==> config.mk <==
export PLATFORM = sky130hd
export DESIGN_NAME = lpi_res_queue
export DESIGN_NICKNAME = d
export VERILOG_FILES = /design/src/hdl/lpi_pkg.sv /design/src/hdl/lpi_res_queue.sv
export SDC_FILE = /design/constraint.sdc
export NUM_CORES = 1
export LEC_CHECK = 0
export BUFFER_PORTS_ARGS = -buffer_cell sky130_fd_sc_hd__buf_4
export CAP_MARGIN = 20
export CORE_MARGIN = 8
export CORE_UTILIZATION = 50
export DETAILED_ROUTE_END_ITERATION = 10
export GPL_TIMING_DRIVEN = 0
export HOLD_SLACK_MARGIN = 0.1
export MAX_ROUTING_LAYER = met4
export PLACE_DENSITY = 0.78
export REMOVE_ABC_BUFFERS = 1
export SKIP_LAST_GASP = 1
export SYNTH_ARGS = -nofsm -noshare
export SYNTH_HDL_FRONTEND = slang
export SYNTH_SLANG_ARGS = --single-unit
==> constraint.sdc <==
create_clock -name clk_i -period 5.4 [get_ports clk_i]
set_input_delay 1.08 -clock clk_i [delete_from_list [all_inputs] [get_ports clk_i]]
set_output_delay 1.08 -clock clk_i [all_outputs]
set_load 0.1 [all_outputs]
==> src/hdl/lpi_pkg.sv <==
// Shared widths, word types and saturation limits for the line pair intersection core.
// No dependencies; every other file but lpi_checker imports this package.
package lpi_pkg;

  localparam int CoordW   = 24;
  localparam int DiffW    = 25;
  localparam int ProdW    = 48;
  localparam int CrossW   = 49;
  localparam int DpW      = 50;
  localparam int DenW     = 51;
  localparam int NumW     = 75;
  localparam int QW       = 32;
  localparam int RemW     = 51;
  localparam int SplitW   = 24;
  localparam int DivSteps = 32;
  localparam int FrontStages = 6;

  localparam int MidDepth = 4;
  localparam int MidPtrW  = $clog2(MidDepth);
  localparam int ResDepth = 2;
  localparam int ResPtrW  = $clog2(ResDepth);

  localparam logic [QW-1:0] PosMax = 32'h7FFF_FFFF;
  localparam logic [QW-1:0] NegMag = 32'h8000_0000;

  typedef struct packed {
    logic signed [NumW-1:0] num_x;
    logic signed [NumW-1:0] num_y;
    logic signed [DenW-1:0] den;
    logic                   par;
  } mid_t;

  typedef struct packed {
    logic [RemW-1:0] rem_x;
    logic [QW-1:0]   w_x;
    logic [RemW-1:0] rem_y;
    logic [QW-1:0]   w_y;
    logic [DenW-1:0] dmag;
    logic            neg_x;
    logic            neg_y;
    logic            ovf_x;
    logic            ovf_y;
    logic            par;
  } div_t;

  typedef struct packed {
    logic [QW-1:0] hit_x;
    logic [QW-1:0] hit_y;
    logic          parallel;
    logic          saturated;
  } res_t;

endpackage

==> src/hdl/lpi_res_queue.sv <==
// Result queue feeding the output ports, one res_t word per entry.
// Depends on lpi_pkg.
module lpi_res_queue import lpi_pkg::*; (
  input  logic clk_i,
  input  logic rst_ni,
  input  logic push_i,
  input  res_t data_i,
  output logic full_o,
  input  logic pop_i,
  output logic empty_o,
  output res_t data_o
);

  res_t               mem_q [ResDepth];
  logic [ResPtrW-1:0] wr_q, rd_q;
  logic [ResPtrW:0]   cnt_q, cnt_d;
  logic               do_push, do_pop;

  assign full_o  = (cnt_q == (ResPtrW+1)'(ResDepth));
  assign empty_o = (cnt_q == '0);
  assign do_push = push_i && !full_o;
  assign do_pop  = pop_i && !empty_o;
  assign cnt_d   = cnt_q + {{ResPtrW{1'b0}}, do_push} - {{ResPtrW{1'b0}}, do_pop};
  assign data_o  = mem_q[rd_q];

  always_ff @(posedge clk_i or negedge rst_ni) begin
    if (!rst_ni) begin
      wr_q  <= '0;
      rd_q  <= '0;
      cnt_q <= '0;
    end else begin
      if (do_push) wr_q <= wr_q + 1'b1;
      if (do_pop) rd_q <= rd_q + 1'b1;
      cnt_q <= cnt_d;
    end
  end

  always_ff @(posedge clk_i) begin
    if (do_push) mem_q[wr_q] <= data_i;
  end

endmodule

==> tab_implementation.tex <==
\begin{tabular}{lr}
\hline
Metric & Value \\
\hline
\multicolumn{2}{l}{\textbf{Status}} \\
\quad Status & completed \\
\multicolumn{2}{l}{\textbf{Synthesis}} \\
\quad Average footprint of a synthesized cell & 22.8 um\^{}2 \\
\quad Unique cell type count in the Yosys netlist & 16 \\
\quad Yosys reg bits & 136 \\
\quad Number of instances in the synthesized netlist & 223 \\
\quad Post-synthesis instance area & 5070 um\^{}2 \\
\quad Register area share after synthesis & 80.1\% \\
\quad Number of synthesis warnings & 0 \\
\multicolumn{2}{l}{\textbf{Layout}} \\
\quad Fin cells & 522 \\
\quad Antenna cells & 0 \\
\quad Most common cell after layout, fill and taps aside & sky130\_fd\_sc\_hd\_\_buf\_4 \\
\quad Multi-input gate area in the final layout & 958 um\^{}2 \\
\quad Sequential cell area & 4070 um\^{}2 \\
\quad Area added between synthesis and finish & 36.1\% \\
\quad Leading cell types in the layout, fill and taps excluded & 137 x sky130\_fd\_sc\_hd\_\_buf\_4, 132 x sky130\_fd\_sc\_hd\_\_edfxtp\_1, 36 x sky130\_fd\_sc\_hd\_\_mux2\_2 \\
\quad Share of layout cells above drive strength 1 & 60.9\% \\
\quad Count of nets after finishing & 448 \\
\quad Number of fill cells & 669 \\
\multicolumn{2}{l}{\textbf{Clocking}} \\
\quad Hold buffer count at cts & 0 \\
\quad Number of resized instances in the post-cts repair step & 0 \\
\quad Number of buffers on the longest clock path & 2 \\
\quad H-tree levels & 4 \\
\quad Post-CTS Setup Bufs & 0 \\
\quad CTS Buf Count & 17 \\
\quad Clock transition at the registers of the reported paths & 0.06 ns \\
\quad Clock latency on the worst-skew pair & 0.51 ns \\
\quad Buffer cell driving the clock tree root & sky130\_fd\_sc\_hd\_\_clkbuf\_8 \\
\quad Total number of clock tree sinks & 136 \\
\quad Clock tree from TritonCTS & done \\
\multicolumn{2}{l}{\textbf{Critical path}} \\
\quad Kind of cell adding the most delay to the critical path & flip-flops \\
\quad Critical path's largest stage delay & 0.78 ns \\
\quad Capturing element type of the critical path & output port \\
\quad Worst-path cell chain & buf\_16, mux2\_2, buf\_4 \\
\quad Maximum fanout along the worst path & 39 \\
\quad Sum of buffers and inverters on the critical path & 2 \\
\quad RR Endpoint & mem\_q[0][38]\$\_DFFE\_PP\_ \\
\quad Reg2reg setup slack & 3.55 ns \\
\quad R2R depth & 4 \\
\quad Data arrival, critical path & 2.23 ns \\
\quad Kind of critical path & flip-flop to output port \\
\quad CP required & 4.32 ns \\
\quad Crit path launch type & flip-flop \\
\quad FF-to-FF Start & cnt\_q[1]\$\_DFF\_PN0\_ \\
\quad Slowest stage cell on the critical path & sky130\_fd\_sc\_hd\_\_dfrtp\_4 \\
\multicolumn{2}{l}{\textbf{Placed design}} \\
\quad Gpl congestion & 0.650 \\
\quad Quantity of I/O buffers inserted on ports & 137 \\
\quad Placed insts & 490 \\
\quad Hpwl dp & 6280 um \\
\multicolumn{2}{l}{\textbf{STA}} \\
\quad Setup repair after global routing missed its margin & false \\
\quad Final Max Slew Viols & 0 \\
\quad Fin crit share & 61.4\% \\
\quad Endpoints failing hold & 0 \\
\quad Post-layout minimum cycle time & 3.31 ns \\
\quad Post-Route Setup TNS & 0 ns \\
\quad Largest clock skew in the final design & 0.00696 ns \\
\quad Peak clock frequency supported by timing & 302 MHz \\
\quad Final count of negative-setup-slack endpoints & 0 \\
\quad Worst slew margin & 55.5\% \\
\quad Tightest Pin Transition & 0.666 ns \\
\multicolumn{2}{l}{\textbf{Global route}} \\
\quad Number of global-route vias before repair & 2,894 \\
\quad Number of antenna violations at the first check in global routing & 0 \\
\quad Congestion Overflow GR & 0 \\
\quad Pin count of the biggest net entering global routing & 45 \\
\quad Wire length of the first global-routing pass & 14,200 um \\
\quad Global-route usage over all layers & 15.0\% \\
\multicolumn{2}{l}{\textbf{Detailed routing}} \\
\quad Count of TritonRoute iterations in the first routing pass & 4 \\
\quad Final antenna-violating net count & 0 \\
\quad Wire length reported by the detailed router & 9450 um \\
\quad Drc violations & 0 \\
\quad 1st-iter DRT viols & 107 \\
\quad Drt via density & 4.88 \\
\quad Vias after detailed routing & 2,549 \\
\quad Wire per inst & 18.1 um \\
\multicolumn{2}{l}{\textbf{Floorplan}} \\
\quad Die area & 13,600 um\^{}2 \\
\quad Core Rows & 36 \\
\quad Starting utilization of the core area & 51.7\% \\
\quad Area inside the core boundary & 9820 um\^{}2 \\
\quad Die X-Extent & 117 um \\
\quad I/O Pins & 138 \\
\quad Height of the die & 117 um \\
\multicolumn{2}{l}{\textbf{Run}} \\
\quad Max-cap check violation count & 0 \\
\multicolumn{2}{l}{\textbf{Worst hold path}} \\
\quad Hold Path Class & input pin to asynchronous set/reset pin \\
\hline
\end{tabular}
==> stage by stage <==
stage	instance area, um^2	hold slack (ns)	setup slack (ns)	util, %
after CTS	6910	0.324	2.04	70.3
after global placement	6210	0.479	-0.686	63.3
final	6910	0.349	2.09	70.3
after detailed placement	6330	0.511	2.59	64.5
after global routing	6910	0.322	1.98	70.3
after floorplan	5020	0.461	0.977	-
==> kinds of logic (layout without fill, tap and decap cells) <==
kind of cell             Yosys count  in the layout  synth area share, %
buffers and inverters              9            175                 1.26
multiplexers                      66             66                 16.9
XOR/XNOR                           4              4                0.691
flip-flops                       136            136                 80.1
adder cells (fa/ha/maj)            2              2                0.493
AND/OR/NAND/NOR                    6              6                0.592
==> synthesized netlist by cell type, drive strengths merged <==
master	count	area, um^2
edfxtp	132	3960
mux2	66	856
buf	7	56.3
dfrtp	4	100
xnor2	3	26.3
ha	2	25.0
inv	2	7.51
nor2	2	7.51
and3	1	6.26
nand2	1	3.75
nand2b	1	6.26
nor2b	1	6.26
xor2	1	8.76
==> cell type report <==
| type | instances | area share (%) |
|---|---|---|
| sequential | 136 | 58.9 |
| timing repair buffer | 141 | 16.4 |
| multi-input combinational | 78 | 13.9 |
| clock buffer | 19 | 6.11 |
| tap | 133 | 2.41 |
| clock inverter | 13 | 2.23 |
| inverter | 2 | 0.109 |
==> flip-flops by register name (all words and copies together), names as in the netlist <==
register  flops
cnt_q         2
mem_q       132
rd_q          1
wr_q          1
==> how the worst max path moves through the flow <==
stage          cells past startpoint  slack (ns)             start                     end
2_1_floorplan                      2        0.98            push_i   mem_q[0][0]$_DFFE_PP_
3_3_place_gp                       3       -0.69            push_i  mem_q[0][16]$_DFFE_PP_
3_5_place_dp                       3        2.59  rd_q$_DFFE_PN0P_              data_o[46]
4_1_cts                            3        2.04  rd_q$_DFFE_PN0P_              data_o[46]
5_1_grt                            3        1.98  rd_q$_DFFE_PN0P_               data_o[4]
6_report                           3        2.09  rd_q$_DFFE_PN0P_              data_o[46]
==> per-layer routing <==
| metal | share of wire (%) | wire [um] | GRT usage, % | vias up |
|---|---|---|---|---|
| li1 | - | - | - | 1189 |
| met1 | 39 | 3670 | 15.8 | 1242 |
| met2 | 53 | 4970 | 25.0 | 105 |
| met3 | 7.3 | 693 | 5.53 | 13 |
| met4 | 1.2 | 116 | 5.89 | 0 |
| met5 | 0 | 0 | - | - |
Power is left out: the tool's default activity adds up to more than one toggle a clock period on the data nets, which glitch-free logic cannot reach.
