`config.mk`:
```
export PLATFORM = sky130hd
export DESIGN_NAME = lpi_mid_queue
export DESIGN_NICKNAME = d
export VERILOG_FILES = /design/src/hdl/lpi_pkg.sv /design/src/hdl/lpi_mid_queue.sv
export SDC_FILE = /design/constraint.sdc
export NUM_CORES = 1
export LEC_CHECK = 0
export BUFFER_PORTS_ARGS = -buffer_cell sky130_fd_sc_hd__buf_2
export CORE_MARGIN = 2
export CORE_UTILIZATION = 55
export CTS_CLUSTER_DIAMETER = 200
export CTS_CLUSTER_SIZE = 30
export DETAILED_ROUTE_END_ITERATION = 6
export PLACE_DENSITY = 0.77
export SYNTH_ARGS = -nofsm -noshare
export SYNTH_HDL_FRONTEND = slang
export SYNTH_SLANG_ARGS = --single-unit
```
`constraint.sdc`:
```
create_clock -name clk_i -period 9.88 [get_ports clk_i]
set_clock_uncertainty 0.1 [all_clocks]
set_input_delay 1.976 -clock clk_i [delete_from_list [all_inputs] [get_ports clk_i]]
set_output_delay 1.976 -clock clk_i [all_outputs]
set_load 0.05 [all_outputs]
```
`src/hdl/lpi_pkg.sv`:
```
// Shared widths, word types and saturation limits for the line pair intersection core.
// No dependencies; every other file but lpi_checker imports this package.
package lpi_pkg;

  localparam int CoordW   = 24;
  localparam int DiffW    = 25;
  localparam int ProdW    = 48;
  localparam int CrossW   = 49;
  localparam int DpW      = 50;
  localparam int DenW     = 51;
  localparam int NumW     = 75;
  localparam int QW       = 32;
  localparam int RemW     = 51;
  localparam int SplitW   = 24;
  localparam int DivSteps = 32;
  localparam int FrontStages = 6;

  localparam int MidDepth = 4;
  localparam int MidPtrW  = $clog2(MidDepth);
  localparam int ResDepth = 2;
  localparam int ResPtrW  = $clog2(ResDepth);

  localparam logic [QW-1:0] PosMax = 32'h7FFF_FFFF;
  localparam logic [QW-1:0] NegMag = 32'h8000_0000;

  typedef struct packed {
    logic signed [NumW-1:0] num_x;
    logic signed [NumW-1:0] num_y;
    logic signed [DenW-1:0] den;
    logic                   par;
  } mid_t;

  typedef struct packed {
    logic [RemW-1:0] rem_x;
    logic [QW-1:0]   w_x;
    logic [RemW-1:0] rem_y;
    logic [QW-1:0]   w_y;
    logic [DenW-1:0] dmag;
    logic            neg_x;
    logic            neg_y;
    logic            ovf_x;
    logic            ovf_y;
    logic            par;
  } div_t;

  typedef struct packed {
    logic [QW-1:0] hit_x;
    logic [QW-1:0] hit_y;
    logic          parallel;
    logic          saturated;
  } res_t;

endpackage

```
`src/hdl/lpi_mid_queue.sv`:
```
// Short queue between front and back pipelines, one mid_t word per entry.
// Depends on lpi_pkg.
module lpi_mid_queue import lpi_pkg::*; (
  input  logic clk_i,
  input  logic rst_ni,
  input  logic push_i,
  input  mid_t data_i,
  output logic full_o,
  input  logic pop_i,
  output logic empty_o,
  output mid_t data_o
);

  mid_t               mem_q [MidDepth];
  logic [MidPtrW-1:0] wr_q, rd_q;
  logic [MidPtrW:0]   cnt_q, cnt_d;
  logic               do_push, do_pop;

  assign full_o  = (cnt_q == (MidPtrW+1)'(MidDepth));
  assign empty_o = (cnt_q == '0);
  assign do_push = push_i && !full_o;
  assign do_pop  = pop_i && !empty_o;
  assign cnt_d   = cnt_q + {{MidPtrW{1'b0}}, do_push} - {{MidPtrW{1'b0}}, do_pop};
  assign data_o  = mem_q[rd_q];

  always_ff @(posedge clk_i or negedge rst_ni) begin
    if (!rst_ni) begin
      wr_q  <= '0;
      rd_q  <= '0;
      cnt_q <= '0;
    end else begin
      if (do_push) wr_q <= wr_q + 1'b1;
      if (do_pop) rd_q <= rd_q + 1'b1;
      cnt_q <= cnt_d;
    end
  end

  always_ff @(posedge clk_i) begin
    if (do_push) mem_q[wr_q] <= data_i;
  end

endmodule

```
==> results.sh, run 1 <==
export IMPL_ys_ff_latch=815
export IMPL_pwr_share_seq_pct=43.6
export IMPL_chipHeight_um=236
export IMPL_synth_compound_area_share_pct=0.106
export IMPL_syn_cell_area_um2=29600
export IMPL_worstSkewPairLatency_ns=0.62
export IMPL_grt_pass1_wl_um=82200
export IMPL_fillers=3574
export IMPL_maxSlewViolCount=0
export IMPL_io_pins=410
export IMPL_fin_crit_sh_pct=53.8
export IMPL_drt_wl_total_um=54700
export IMPL_ys_flop_type="edfxtp_1"
export IMPL_first_pass_iters=5
export IMPL_cp_max_fo=79
export IMPL_synth_avg_cell_area_um2=27.0
export IMPL_grt_overflow_total=0
export IMPL_end_kind="primary output"
export IMPL_peakVddDrop_mv=0.311
export IMPL_fin_cells=2219
export IMPL_core_region_area_um2=53500
export IMPL_grt_setup_unrepaired="false"
export IMPL_rows=85
export IMPL_grt_pass1_vias=13300
export IMPL_switching_share_pct=40.8
export IMPL_cp_data_arrival_time_ns=3.24
export IMPL_place_gp_congestion=0.749
export IMPL_relSlewSlack_pct=7.60
export IMPL_mostFrequentLayoutCells="edfxtp_1 (808), buf_2 (409), mux4_2 (202)"
export IMPL_worst_pin_slew_ns=1.39
export IMPL_viasPerCell=5.76
export IMPL_p_total_mw=11.0
export IMPL_drive_gt1_share_pct=43.7
export IMPL_clock_sinks=815
export IMPL_status="completed"
export IMPL_ctsResizeCount=0
export IMPL_synthCells=1097
export IMPL_finalHoldViolations=0
export IMPL_hp_class="flop to flop"
export IMPL_p_per_area_nw_per_um2=330
export IMPL_antenna_found_initial=19
export IMPL_ctsHoldBuffers=0
export IMPL_fp_dieW_um=236
export IMPL_synth_area_top_cells="edfxtp_1 (82%), mux4_2 (15%), buf_6 (0.72%)"
export IMPL_dpl_instance_area_um2=32400
export IMPL_grt_util_all_layers_pct=19.6
export IMPL_postCtsSetupBuffers=0
export IMPL_timing_hold_ws_ns=0.534
export IMPL_synth_warnings=0
export IMPL_synth_area_leader_cell="edfxtp_1"
export IMPL_synth_cell_types=19
export IMPL_grt_max_degree=173
export IMPL_cts_tree="done"
export IMPL_reg2reg_depth=4
export IMPL_area_growth_pct=12.3
export IMPL_clk_pin_slew_ns=0.11
export IMPL_final_util_pct=62.2
export IMPL_wl_per_cell_um=24.6
export IMPL_period_minus_slack_ns=5.32
export IMPL_ys_seq_area_share_pct=82.5
export IMPL_cp_data_required_time_ns=7.80
export IMPL_synthSimpleGateAreaFrac_pct=0.351
export IMPL_synth_mux_area_share_pct=15.4
export IMPL_route_detailed_drc=0
export IMPL_cts_path_max_buffers=3
export IMPL_synthXorXnorAreaFrac_pct=0.118
export IMPL_yosysTopAreaCellShare_pct=81.9
export IMPL_synth_top_family_by_area="multiplexers"
export IMPL_fin_area_um2=33200
export IMPL_die_area_um2=55700
export IMPL_placed_cells=2168
export IMPL_finalSetupTns_ns=0
export IMPL_layout_commonest_cell="edfxtp_1"
export IMPL_cts_buffers=31
export IMPL_final_antenna_net_count=0
export IMPL_synth_edf_count=808
export IMPL_root_buffer="clkbuf_16"
export IMPL_synthArstFlopShare_pct=0.859
export IMPL_fmax_mhz=188
export IMPL_power_frac_clock_pct=13.8
export IMPL_setup_slack_ns=4.56
export IMPL_nNetsFinal=1718
export IMPL_power_switching_mw=4.48
export IMPL_io_buffers=409
export IMPL_drv_cap=0
export IMPL_syn_nets=1310
export IMPL_p_int_mw=6.49
export IMPL_combPwrFrac_pct=42.6
export IMPL_drt_iter0_drc=1024
export IMPL_min_path_cells=2
export IMPL_htreeDepth=1
export IMPL_dp_slack_ns=5.06
export IMPL_setup_violations=0
export IMPL_synth_fa_ha_area_share_pct=0.321
export IMPL_initial_core_util_pct=55.4
export IMPL_vias=12800
export IMPL_cp_start_kind="flop"
export IMPL_p_leak_nw=11.0
export IMPL_critPathKind="flop to primary output"
export IMPL_hpwl_um=32800
## synth_stat cells, drive strengths merged, types with 2 or more instances
cell type / n
mux4: 202
ha: 6
inv: 6
nand2b: 4
buf: 42
o211ai: 2
nand4bb: 2
xnor2: 4
clkbuf: 4
edfxtp: 808
and3b: 4
dfrtp: 7
## power groups by stage
stage	logic (mW)	clock network (mW)	registers, mW
CTS	4.74	1.57	4.80
global route	4.87	1.68	4.84
detailed placement	4.73	0	4.87
finish	4.67	1.52	4.78
floorplan	3.78	0	4.86
global placement	4.73	0	4.82
## worst max-delay path, cell delays in order (launching register included)
cell and delay (ns):
dfrtp_4 1.06, buf_12 0.58, mux4_2 0.60, buf_2 0.24
## metal layers
metal / wire [um] / up-vias / track usage [%]
li1: - / 5543 / -
met1: 21200 / 6693 / 26.7
met2: 27500 / 425 / 32.3
met3: 4970 / 82 / 5.75
met4: 873 / 28 / 3.80
met5: 150 / - / 0
## flip-flops by register name, indices dropped and copies added (netlist names)
signal,cells
cnt_q,3
rd_q,2
wr_q,2
mem_q,808
## cell families (layout without fill, tap and decap cells)
logic type	count (synthesis)	in the layout
flops	815	815
mux	202	202
buf+inv	52	471
simple gates	13	13
fa+ha+maj	7	7
compound gates	4	4
xor+xnor	4	4
other cells	0	7
## final timing paths
kind / endpoint / from / slack, ns
setup / recovery: data_o[122] / rd_q[0]$_DFFE_PN0P_ / 4.56
hold / removal: wr_q[1]$_DFFE_PN0P_ / wr_q[1]$_DFFE_PN0P_ / 0.53
setup reg to reg: mem_q[1][74]$_DFFE_PP_ / cnt_q[2]$_DFF_PN0_ / 6.53
hold reg to reg: wr_q[1]$_DFFE_PN0P_ / wr_q[1]$_DFFE_PN0P_ / 0.53
max in group asynchronous: rd_q[1]$_DFFE_PN0P_ / rst_ni / 8.44
min in group asynchronous: wr_q[1]$_DFFE_PN0P_ / rst_ni / 1.06
## final cells by class
| class | instances | area, um^2 | area share, % |
|---|---|---|---|
| Multi-Input combinational cell | 230 | 4830 | 14.5 |
| Antenna cell | 7 | 17.5 | 0.0527 |
| Tap cell | 696 | 871 | 2.62 |
| Timing Repair Buffer | 421 | 2210 | 6.65 |
| Clock buffer | 43 | 821 | 2.47 |
| Inverter | 6 | 22.5 | 0.0677 |
| Clock inverter | 1 | 30.0 | 0.0903 |
| Sequential cell | 815 | 24400 | 73.5 |
(Power assumes the default switching activity.)
==> run 2, diff against run 1 <==
==> constraint.sdc (replaced) <==
create_clock -name clk_i -period 5.1 [get_ports clk_i]
set_clock_uncertainty 0.1 [all_clocks]
set_input_delay 1.02 -clock clk_i [delete_from_list [all_inputs] [get_ports clk_i]]
set_output_delay 1.02 -clock clk_i [all_outputs]
set_load 0.05 [all_outputs]
==> results.sh, run 2 (synthesized netlist as in run 1, its figures left out) <==
export IMPL_status="completed"
export IMPL_route_detailed_drc=0
export IMPL_fmax_mhz=254
export IMPL_cts_tree="done"
export IMPL_grt_util_all_layers_pct=20.0
export IMPL_mostFrequentLayoutCells="edfxtp_1 (808), buf_2 (409), mux4_2 (202)"
export IMPL_top_register="mem_q"
export IMPL_nNetsFinal=1745
export IMPL_drt_wl_total_um=56400
export IMPL_vias=13100
export IMPL_worstSkewPairLatency_ns=0.62
export IMPL_io_pins=410
export IMPL_peakVddDrop_mv=0.409
export IMPL_cp_data_required_time_ns=3.98
export IMPL_finalSetupTns_ns=0
export IMPL_combPwrFrac_pct=43.2
export IMPL_grt_overflow_total=0
export IMPL_htreeDepth=1
export IMPL_largest_register_ffs=808
export IMPL_power_frac_clock_pct=13.8
export IMPL_end_kind="primary output"
export IMPL_p_total_mw=21.5
export IMPL_cts_path_max_buffers=3
export IMPL_hpwl_um=36100
export IMPL_ctsHoldBuffers=0
export IMPL_grt_max_degree=66
export IMPL_period_minus_slack_ns=3.94
export IMPL_ctsResizeCount=0
export IMPL_cp_max_fo=36
export IMPL_place_gp_congestion=0.755
export IMPL_fin_area_um2=33600
export IMPL_dpl_instance_area_um2=32700
export IMPL_root_buffer="clkbuf_16"
export IMPL_cts_buffers=31
export IMPL_antenna_found_initial=23
export IMPL_p_per_area_nw_per_um2=639
export IMPL_die_area_um2=55700
export IMPL_wl_per_cell_um=25.0
export IMPL_io_buffers=409
export IMPL_setup_violations=0
export IMPL_relSlewSlack_pct=30.7
export IMPL_drv_cap=0
export IMPL_cp_start_kind="flop"
export IMPL_chipHeight_um=236
export IMPL_worst_pin_slew_ns=1.04
export IMPL_postCtsSetupBuffers=0
export IMPL_p_leak_nw=11.2
export IMPL_clock_sinks=815
export IMPL_hp_class="input pin to asynchronous set/reset pin"
export IMPL_finalHoldViolations=0
export IMPL_drive_gt1_share_pct=44.6
export IMPL_grt_pass1_vias=13500
export IMPL_top_regs="mem_q: 808 flops, cnt_q: 3 flops"
export IMPL_first_pass_iters=4
export IMPL_switching_share_pct=40.9
export IMPL_layout_commonest_cell="edfxtp_1"
export IMPL_rows=85
export IMPL_area_growth_pct=13.4
export IMPL_clk_pin_slew_ns=0.11
export IMPL_grt_setup_unrepaired="false"
export IMPL_power_switching_mw=8.79
export IMPL_timing_hold_ws_ns=0.108
export IMPL_critPathKind="flop to primary output"
export IMPL_viasPerCell=5.81
export IMPL_initial_core_util_pct=55.4
export IMPL_grt_pass1_wl_um=83400
export IMPL_maxSlewViolCount=0
export IMPL_p_int_mw=12.7
export IMPL_fp_dieW_um=236
export IMPL_drt_iter0_drc=975
export IMPL_fin_crit_sh_pct=77.3
export IMPL_core_region_area_um2=53500
export IMPL_cp_data_arrival_time_ns=2.82
export IMPL_final_antenna_net_count=0
export IMPL_pwr_share_seq_pct=43.1
==> run 2: changes by cell type in the layout (fill, tap and decap cells not counted) <==
cell / change
buf_12: +9
buf_4: +18
diode_2: +5
clkbuf_1: +1
==> run 2: power groups by stage <==
stage,Sequential (mW),Combinational [mW],Clock [mW]
floorplan,9.24,7.32,0
global placement,9.34,9.33,0
detailed placement,9.43,9.36,0
CTS,9.27,9.39,3.04
global route,9.36,9.66,3.23
finish,9.25,9.27,2.95
==> run 2: per-stage QoR <==
stage / setup slack (ns) / cells / util, %
after CTS: 1.01 / 2240 / 62.7
final: 1.16 / 2252 / 62.8
after global routing: 0.938 / 2249 / 62.8
after detailed placement: 1.71 / 2195 / 61.1
after floorplan: 1.04 / 1097 / -
after global placement: 1.75 / 2195 / 61.1
==> run 2: area by class of cell <==
cell class / count / area, um^2
Antenna cell: 12 / 30.0
Clock buffer: 44 / 825
Clock inverter: 1 / 30.0
Fill cell: 3470 / 19900
Inverter: 6 / 22.5
Multi-Input combinational cell: 230 / 4830
Sequential cell: 815 / 24400
Tap cell: 696 / 871
Timing Repair Buffer: 448 / 2530
==> run 2: critical path, stage by stage, from the launching register on <==
cell,delay [ns]
dfrtp_4,0.98
buf_4,0.40
mux4_2,0.56
buf_2,0.24
==> run 2: final timing paths <==
check	startpoint	end	slack, ns	cells after the start
worst min-delay path	rst_ni	cnt_q[0]$_DFF_PN0_	0.11	1
min in group clk_i	data_i[198]	mem_q[2][198]$_DFFE_PP_	0.51	1
max in group asynchronous	rst_ni	rd_q[0]$_DFFE_PN0P_	4.61	1
worst max register to register	cnt_q[2]$_DFF_PN0_	mem_q[2][26]$_DFFE_PP_	2.46	3
worst min register to register	wr_q[1]$_DFFE_PN0P_	wr_q[1]$_DFFE_PN0P_	0.52	2
worst max-delay path	rd_q[0]$_DFFE_PN0P_	data_o[190]	1.16	3
==> run 2: routing by layer <==
metal  global-route usage [%]  up-vias  part of all wire [%]
li1                         -     5604                     -
met1                     26.6     6910                    39
met2                     33.2      459                    51
met3                     5.49       80                   8.2
met4                     4.81       22                   1.7
met5                    0.433        -                  0.23
==> run 3, diff against run 2 <==
==> constraint.sdc (replaced) <==
create_clock -name clk_i -period 3.72 [get_ports clk_i]
set_clock_uncertainty 0.1 [all_clocks]
set_input_delay 0.744 -clock clk_i [delete_from_list [all_inputs] [get_ports clk_i]]
set_output_delay 0.744 -clock clk_i [all_outputs]
set_load 0.05 [all_outputs]
==> results.sh, run 3 (synthesized netlist as in run 1, its figures left out) <==
export IMPL_fillers=3493
export IMPL_io_buffers=409
export IMPL_reg2reg_depth=3
export IMPL_first_pass_iters=5
export IMPL_fin_crit_sh_pct=91.4
export IMPL_hp_class="input pin to flop"
export IMPL_ff_latch_area_um2=24400
export IMPL_cts_tree="done"
export IMPL_fmax_mhz=294
export IMPL_cts_path_max_buffers=3
export IMPL_nNetsFinal=1761
export IMPL_rows=85
export IMPL_grt_pass1_wl_um=85600
export IMPL_viasPerCell=5.79
export IMPL_fin_cells=2263
export IMPL_area_growth_pct=14.2
export IMPL_hp_start="data_i[18]"
export IMPL_top_regs="mem_q: 808 flops, cnt_q: 3 flops"
export IMPL_mostFrequentLayoutCells="edfxtp_1 (808), buf_2 (409), mux4_2 (202)"
export IMPL_drt_iter0_drc=1055
export IMPL_layout_commonest_cell="edfxtp_1"
export IMPL_period_minus_slack_ns=3.40
export IMPL_cp_endpoint="data_o[193]"
export IMPL_initial_core_util_pct=55.4
export IMPL_worstSkewPairLatency_ns=0.63
export IMPL_critPathKind="flop to primary output"
export IMPL_top_register="mem_q"
export IMPL_end_kind="primary output"
export IMPL_antenna_found_initial=21
export IMPL_ctsResizeCount=0
export IMPL_grt_overflow_total=0
export IMPL_cp_data_arrival_time_ns=2.55
export IMPL_relSlewSlack_pct=49.5
export IMPL_root_buffer="clkbuf_16"
export IMPL_placed_cells=2210
export IMPL_cp_start_kind="flop"
export IMPL_drv_cap=0
export IMPL_maxSlewViolCount=0
export IMPL_cp_max_fo=25
export IMPL_chipHeight_um=236
export IMPL_cts_buffers=31
export IMPL_grt_max_degree=68
export IMPL_p_leak_nw=11.3
export IMPL_multi_input_area_um2=4830
export IMPL_peakVddDrop_mv=0.886
export IMPL_clk_pin_slew_ns=0.12
export IMPL_status="completed"
export IMPL_hpwl_um=37500
export IMPL_cp_data_required_time_ns=2.88
export IMPL_route_detailed_drc=0
export IMPL_clock_sinks=815
export IMPL_grt_pass1_vias=13700
export IMPL_largest_register_ffs=808
export IMPL_dpl_instance_area_um2=32900
export IMPL_setup_violations=0
export IMPL_fp_dieW_um=236
export IMPL_die_area_um2=55700
export IMPL_htreeDepth=1
export IMPL_p_per_area_nw_per_um2=877
export IMPL_final_antenna_net_count=0
export IMPL_startpoint="rd_q[0]$_DFFE_PN0P_"
export IMPL_place_gp_congestion=0.745
export IMPL_wl_per_cell_um=25.0
export IMPL_r2r_end="mem_q[3][45]$_DFFE_PP_"
export IMPL_drive_gt1_share_pct=45.2
export IMPL_grt_util_all_layers_pct=20.4
export IMPL_worst_pin_slew_ns=0.758
export IMPL_io_pins=410
export IMPL_reg2reg_from="cnt_q[2]$_DFF_PN0_"
export IMPL_fin_area_um2=33800
export IMPL_r2r_slack_ns=1.28
export IMPL_finalHoldViolations=0
export IMPL_vias=13100
export IMPL_drt_wl_total_um=56700
export IMPL_core_region_area_um2=53500
export IMPL_finalSetupTns_ns=0
export IMPL_grt_setup_unrepaired="false"
run 3: area by class of cell:
class / instances / share of cell area (%)
Tap cell: 696 / 2.58
Timing Repair Buffer: 464 / 8.21
Clock inverter: 1 / 0.0888
Inverter: 6 / 0.0666
Clock buffer: 43 / 2.43
Antenna cell: 8 / 0.0592
Sequential cell: 815 / 72.3
Multi-Input combinational cell: 230 / 14.3
run 3: per-stage QoR:
stage | power [mW] | hold slack, ns | utilization, % | setup WS (ns)
floorplan | 22.7 | 0.348 | - | -0.115
finish | 29.7 | 0.213 | 63.2 | 0.322
detailed placement | 26.0 | 0.495 | 61.6 | 0.934
global route | 30.8 | 0.184 | 63.2 | 0.162
CTS | 30.0 | 0.172 | 63.2 | 0.205
global placement | 25.9 | 0.471 | 61.6 | 0.943
run 3: what timing repair did:
item	CTS	global route
setup buffers	0	0
hold buffers	1	0
hold endpoints to repair	7	0
run 3: worst min path at each step:
| stage | to | depth (start not counted) | slack [ns] |
|---|---|---|---|
| finish | mem_q[3][18]$_DFFE_PP_ | 1 | 0.21 |
| global route | mem_q[2][13]$_DFFE_PP_ | 1 | 0.18 |
| CTS | mem_q[3][18]$_DFFE_PP_ | 1 | 0.17 |
| detailed placement | wr_q[1]$_DFFE_PN0P_ | 1 | 0.49 |
| global placement | wr_q[1]$_DFFE_PN0P_ | 2 | 0.47 |
| floorplan | cnt_q[0]$_DFF_PN0_ | 0 | 0.35 |
run 3: critical path, stage by stage (launching register included):
cell	delay, ns
dfrtp_4	0.60
buf_12	0.26
buf_4	0.25
mux4_2	0.54
buf_2	0.23
run 3: per-layer routing:
metal  vias to the layer above  share of wire, %  GRT usage (%)
li1                       5638                 -              -
met1                      6892                39           27.9
met2                       458                51           33.7
met3                        92               8.3           5.79
met4                        26               2.0           3.88
met5                         -              0.26              0
run 3: power breakdown:
part | total, mW | switching, mW | internal (mW)
registers | 12.6 | 0.542 | 12.0
logic | 13.0 | 9.06 | 3.98
clock network | 4.05 | 2.49 | 1.56
